==> src/rtl/assert_macros.svh <==
// ---------------------------------------------------------------------------
// Assertion macros used by the gradient span datapath
// ---------------------------------------------------------------------------
`ifndef ASSERT_MACROS_SVH
`define ASSERT_MACROS_SVH

// Property must hold at every clock edge outside reset
`define RGS_ASSERT(lbl, clk, rst, prop, msg) \
  lbl: assert property (@(posedge clk) disable iff (rst) prop) else $error(msg);

// Condition must never be seen at a clock edge outside reset
`define RGS_NEVER(lbl, clk, rst, expr, msg) \
  lbl: assert property (@(posedge clk) disable iff (rst) !(expr)) else $error(msg);

`endif

==> src/rtl/rgs_pkg.sv <==
// ---------------------------------------------------------------------------
// rgs_pkg
// Shared types and constants of the rectangular gradient span generator.
// ---------------------------------------------------------------------------
`default_nettype none

package rgs_pkg;

  // Default sizes
  localparam int DEF_MAP_DEPTH = 1024;
  localparam int DEF_MAX_SPAN  = 64;

  // Stream payload layout (lowest bit first)
  localparam int IN_TDATA_W  = 88;
  localparam int IN_TUSER_W  = 1;
  localparam int OUT_TDATA_W = 32;
  localparam int IDX_LSB     = 0;
  localparam int IDX_W       = 10;
  localparam int COLOR_LSB   = 10;
  localparam int COLOR_W     = 32;
  localparam int SX_LSB      = 42;
  localparam int SY_LSB      = 58;
  localparam int COORD_W     = 16;
  localparam int LEN_LSB     = 74;
  localparam int LEN_W       = 7;

  // Item kinds
  localparam logic KIND_LOAD = 1'b0;
  localparam logic KIND_SPAN = 1'b1;

  // Configuration port
  localparam int CFG_IDX_W  = 3;
  localparam int CFG_DATA_W = 32;
  localparam logic [CFG_IDX_W-1:0] CFG_SPREAD   = 3'd0;
  localparam logic [CFG_IDX_W-1:0] CFG_ANTIALIAS = 3'd1;
  localparam logic [CFG_IDX_W-1:0] CFG_MAP_LEN  = 3'd2;
  localparam logic [CFG_IDX_W-1:0] CFG_INNER    = 3'd3;
  localparam logic [CFG_IDX_W-1:0] CFG_COEF_XX  = 3'd4;
  localparam logic [CFG_IDX_W-1:0] CFG_COEF_XY  = 3'd5;
  localparam logic [CFG_IDX_W-1:0] CFG_COEF_YX  = 3'd6;
  localparam logic [CFG_IDX_W-1:0] CFG_COEF_YY  = 3'd7;

  // Spread modes (the fourth code behaves as plain reflect)
  localparam logic [1:0] MODE_REFLECT  = 2'd0;
  localparam logic [1:0] MODE_REPEAT   = 2'd1;
  localparam logic [1:0] MODE_RESTRICT = 2'd2;
  localparam logic [1:0] MODE_PLAIN    = 2'd3;

  // Datapath widths
  localparam int PROD_W = 48;   // coefficient x coordinate
  localparam int UW     = 50;   // 16.16 coordinate and distance
  localparam int KW     = 32;   // whole-step table position
  localparam int BW     = 5;    // divider bit counter

  // Controller states
  typedef enum logic [3:0] {
    S_IDLE, S_MUL, S_SUM, S_ABS, S_DIST, S_DIV, S_IDX,
    S_RD0, S_CAP0, S_CAP1, S_SHADE, S_FADE, S_OUT
  } state_t;

  // Controller to datapath commands
  typedef struct packed {
    logic in_ready;
    logic mul;
    logic sum;
    logic take_abs;
    logic dist_sub;
    logic div_step;
    logic idx;
    logic rd0;
    logic cap0;
    logic cap1;
    logic shade;
    logic fade;
    logic emit;
  } cmd_t;

  // Datapath to controller status
  typedef struct packed {
    logic span_go;
    logic div_last;
    logic need_blend;
    logic last_pix;
    logic out_free;
  } status_t;

endpackage

`default_nettype wire

==> src/rtl/rgs_ctrl.sv <==
// ---------------------------------------------------------------------------
// rgs_ctrl
// Sequencer of the span generator: steps each pixel through distance,
// table-position division, table reads, shading and output.
// ---------------------------------------------------------------------------
`default_nettype none

module rgs_ctrl (
  input  logic              clk,
  input  logic              rst,
  input  rgs_pkg::status_t  status,
  output rgs_pkg::cmd_t     cmd
);
  import rgs_pkg::*;

  state_t state, state_next;

  // State register
  always_ff @(posedge clk) begin
    if (rst) begin
      state <= S_IDLE;
    end else begin
      state <= state_next;
    end
  end

  // Next state
  always_comb begin
    state_next = state;
    case (state)
      S_IDLE:  if (status.span_go) state_next = S_MUL;
      S_MUL:   state_next = S_SUM;
      S_SUM:   state_next = S_ABS;
      S_ABS:   state_next = S_DIST;
      S_DIST:  state_next = S_DIV;
      S_DIV:   if (status.div_last) state_next = S_IDX;
      S_IDX:   state_next = S_RD0;
      S_RD0:   state_next = S_CAP0;
      S_CAP0:  state_next = status.need_blend ? S_CAP1 : S_SHADE;
      S_CAP1:  state_next = S_SHADE;
      S_SHADE: state_next = S_FADE;
      S_FADE:  state_next = S_OUT;
      S_OUT: begin
        if (status.out_free) begin
          state_next = status.last_pix ? S_IDLE : S_ABS;
        end
      end
      default: state_next = S_IDLE;
    endcase
  end

  // Command decode
  always_comb begin
    cmd = '0;
    case (state)
      S_IDLE:  cmd.in_ready = 1'b1;
      S_MUL:   cmd.mul      = 1'b1;
      S_SUM:   cmd.sum      = 1'b1;
      S_ABS:   cmd.take_abs = 1'b1;
      S_DIST:  cmd.dist_sub = 1'b1;
      S_DIV:   cmd.div_step = 1'b1;
      S_IDX:   cmd.idx      = 1'b1;
      S_RD0:   cmd.rd0      = 1'b1;
      S_CAP0:  cmd.cap0     = 1'b1;
      S_CAP1:  cmd.cap1     = 1'b1;
      S_SHADE: cmd.shade    = 1'b1;
      S_FADE:  cmd.fade     = 1'b1;
      S_OUT:   cmd.emit     = status.out_free;
      default: cmd = '0;
    endcase
  end

endmodule

`default_nettype wire

==> config.mk <==
export PLATFORM = sky130hd
export DESIGN_NAME = rgs_ctrl
export DESIGN_NICKNAME = d
export VERILOG_FILES = /design/src/rtl/assert_macros.svh /design/src/rtl/rgs_pkg.sv /design/src/rtl/rgs_ctrl.sv
export SDC_FILE = /design/constraint.sdc
export NUM_CORES = 1
export LEC_CHECK = 0
export BUFFER_PORTS_ARGS = -buffer_cell sky130_fd_sc_hd__buf_2
export CAP_MARGIN = 20
export CORE_AREA = 2 2 39 41
export CTS_BUF_LIST = sky130_fd_sc_hd__clkbuf_16
export DETAILED_ROUTE_END_ITERATION = 8
export DIE_AREA = 0 0 41 43
export PLACE_DENSITY_LB_ADDON = 0.12
export REMOVE_ABC_BUFFERS = 1
export SETUP_SLACK_MARGIN = 0.05
export SLEW_MARGIN = 20
export SYNTH_ARGS = -nofsm -noshare
export SYNTH_HDL_FRONTEND = slang
export SYNTH_SLANG_ARGS = --single-unit
==> constraint.sdc <==
create_clock -name clk -period 1.1 [get_ports clk]
set_input_delay 0.275 -clock clk [delete_from_list [all_inputs] [get_ports clk]]
set_output_delay 0.275 -clock clk [all_outputs]
set_load 0.02 [all_outputs]
**Word level (Yosys, flattened, before mapping)**

Index checks and enable logic that the tools add are counted.

- Word-level logic and storage cells: 37
- Register bits after elaboration: 4

- Equality and inequality tests: 15
- Reductions and logical operators: 2
- Multiplexer cells: 19

Operators with widths:

| operator | count |
|---|---|
| 4-bit one-hot mux with 13 select lines | 1 |
| 4-bit equality test, second input constant | 5 |
| 4-bit by 3-bit equality test with 1-bit output, second input constant | 4 |
| 1-bit two-way mux | 13 |
| 4-bit two-way mux | 3 |
| 4-bit by 2-bit equality test with 1-bit output, second input constant | 2 |
| 2-bit != test, second input constant | 3 |
| 4-bit by 1-bit equality test with 1-bit output, second input constant | 1 |
| 4-bit logical NOT | 1 |
| 2-bit two-way mux | 2 |
| 3-bit AND reduction | 1 |

**Logic depth before layout (Yosys ltp)**

- Depth after elaboration: 3
- Gate-level depth with buffers: 6
- Depth with buffers taken out: 4

**Worst setup path after synthesis**

No wires, ideal clock.

- Kind: flip-flop to output port
- Start point: register state[1]
- End point: output port cmd[11] (netlist name)
- Buffers on the path: 1
- Required time: 0.825 ns
- Arrival time: 1.111 ns
- Stages on the path, launching flop included: 4
- Slack: -0.286 ns
- Cell sequence: dfxtp_1 buf_6 or2b_1 nor3_1

RTL lines:

| element | RTL line | RTL |
|---|---|---|
| from (decl) | rgs_ctrl.sv:16 | `state_t state, state_next;` |
| from (signal assigned) | rgs_ctrl.sv:23 | `state <= state_next;` |
| to (decl) | rgs_ctrl.sv:12 | `output rgs_pkg::cmd_t cmd` |

==> results.md <==
* Max Cap Violations at 0
* Clk root buf: clkbuf_16
* Hold slack at 0.333 ns
* Slew margin rel. at 82.4%
* Initial core utilization at 27.4%
* Crit path capture type: output pin
* Critical Path RT at 0.82 ns
* Max-slew violations at 0
* Wire per inst at 13.0 µm
* Largest net degree at the start of global routing at 9
* Status: finished with violations
* CP peak stage delay at 0.35 ns
* RSZ-0062 raised after global routing: true
* Worst-path clk slew at 0.03 ns
* Placer Congestion at 0.721
* FF-to-FF Start: state[0]$_SDFFE_PP0P_
* Routed Antenna Nets at 0
* Die area at 0.00176 mm²
* Worst hold path type: in -> reg
* First-pass GRT wire length at 1970 µm
* Post-route cell area at 856 µm²
* Most frequent cells in the layout: buf_4, buf_6, buf_2
* Post-Synth XOR/XNOR Area at 0%
* Yosys reg bits at 4
* CP arrival at 1.17 ns
* Yosys warnings at 0
* Core Box Area at 0.00138 mm²
* DP Area at 561 µm²
* Die X at 41 µm
* Cell depth of the worst min-delay path at 3
* Max reg flops at 4
* Area Growth Syn to Fin at 126%
* Pwr per Cell Area at 1150 mW/mm²
* P_leak at 0.361 nW
* Share of cells above drive strength 1 at 77.8%
* Max Freq at 690 MHz
* Startpoint types: flip-flop
* CP top delay family: simple AND/OR/NAND/NOR gates
* CP bufs+invs at 1
* Crit-path cells: or2_4, nor3_4, buf_6
* Placed cell count at 98
* Gr ovfl total at 0
* FF-to-FF End: state[0]$_SDFFE_PP0P_
* Non-Filler Instances at 106
* Fin Clk Skew at 0.000787 ns
* Largest Register: state
* Final WS setup at -0.349 ns
* Most common cell after layout, fill and taps aside: buf_4
* Reg2Reg Setup Slack at -0.15 ns
* Total CTS buffers at 3
* Ant diodes at 0
* Largest regs: state (4)
* Complex-gate fraction of the synthesized area at 30.0%
* Synthesized cell area at 379 µm²
* Initial DRC count at 2
* Hold-critical path endpoint: state[1]$_SDFFE_PP0P_
* DRC viols at 0
* Clock buffer depth at 2
* GRT Overall Usage at 16.7%
* Initial DRT Pass Iterations at 3
* Area share of and/or/nand/nor cells after synthesis at 35.6%
* Clock latency at the later pin of the worst-skew pair at 0.22 ns
* EDFF count, synth at 0
* Initial antenna violation count at 0
* Distinct cells, synth at 24
* CTS tree: done
* Number of global-route vias before repair at 487
* Final WL at 1370 µm
* Failing checks: setup timing
* Nets at 99
* VDD IR max at 1.00 mV
* Post-DR vias/cell at 4.86
* Num rows at 14
* Main synth FF type: dfxtp_1
* Syn_area_per_cell at 7.15 µm²
* Die Y at 43 µm
* Via count at 515
* I/O pin cnt at 20
* Post-synthesis sequential area ratio at 21.1%
* Synth Instances at 53
* R2r worst-path depth at 5
* Crit path time final at 1.45 ns
* Fin crit share at 132%
* Hold path startpoint: rst
* Worst-margin pin slew at 0.263 ns
* Largest family of logic cells by synthesized area: simple AND/OR/NAND/NOR gates
* Worst Path Max Fanout at 5
* CTS Hold Bufs at 0
* Mux cell area share after synthesis at 0%
* Port Buffers at 19
* Synth Area in Adders at 0%
* H-tree levels at 1
* DP HPWL at 865 µm
* Kind of critical path: reg -> out
* Hold Fails Final Rpt at 0
* Num Clock Sinks at 4
* Fraction of registers with async set or reset after synthesis at 0%
* Slowest CP cell: dfxtp_4
* Final setup fails at 17
[worst max path at each step]
stage | startpoint | depth (start not counted) | to
finish | state[0]$_SDFFE_PP0P_ | 3 | cmd[12]
global route | state[0]$_SDFFE_PP0P_ | 3 | cmd[12]
CTS | state[0]$_SDFFE_PP0P_ | 3 | cmd[12]
detailed placement | state[0]$_SDFFE_PP0P_ | 3 | cmd[7]
global placement | state[0]$_SDFFE_PP0P_ | 3 | cmd[7]
floorplan | state[0]$_SDFFE_PP0P_ | 2 | cmd[11]
[timing repair]
action                                  in CTS  in global routing
setup buffers                                5                  1
resized for setup                           33                 25
endpoints found under the setup margin      17                 17
gates cloned                                 0                  0
pin swaps                                   12                  9
[cells in the mapped netlist, types with 2 or more instances]
master	instances	area (µm²)
a21oi_1	4	20.0
nand2b_1	2	12.5
dfxtp_1	4	80.1
nor2_1	12	45.0
nand2_1	4	15.0
nor3_1	3	15.0
inv_1	2	7.51
buf_6	3	33.8
o21ai_0	4	20.0
[report_power, final]
part	total (mW)	switching, mW	internal (mW)	leakage [nW]
logic	0.257	0.129	0.128	0.289
clock network	0.561	0.0969	0.464	0.0370
registers	0.166	0.0126	0.154	0.0353
[cells by family (layout without fill, tap and decap cells)]
logic type	after synthesis	in the layout
flip-flops	4	4
buffers and inverters	7	44
AO/OA/AOI/OAI	16	16
AND/OR/NAND/NOR	26	26
[tightest hold or removal path: stages]
cell and delay [ns]:
buf_2 0.09, a21o_4 0.11, nor3_2 0.03
[area by class of cell]
class / count / area, µm²
Clock buffer: 3 / 75.1
Fill cell: 119 / 528
Inverter: 3 / 11.3
Multi-Input combinational cell: 42 / 347
Sequential cell: 4 / 92.6
Tap cell: 16 / 20.0
Timing Repair Buffer: 38 / 310
[through the flow]
step | setup slack (ns) | total power, mW | setup TNS, ns | util (%)
3_5_place_dp | -0.158 | 0.351 | -1.11 | 40.5
3_3_place_gp | -0.168 | 0.353 | -1.03 | 40.5
4_1_cts | -0.347 | 0.957 | -3.83 | 54.8
2_1_floorplan | -0.267 | 0.269 | -2.81 | -
6_report | -0.349 | 0.983 | -3.89 | 61.8
5_1_grt | -0.367 | 1.02 | -4.42 | 61.8
[layer usage]
layer / routed length (µm) / track usage (%)
met1: 533 / 17.1
met2: 762 / 29.7
met5: 0 / 0
met3: 50 / 1.57
met4: 27 / 10.0
Note: power is estimated with default switching activity, not from simulation.
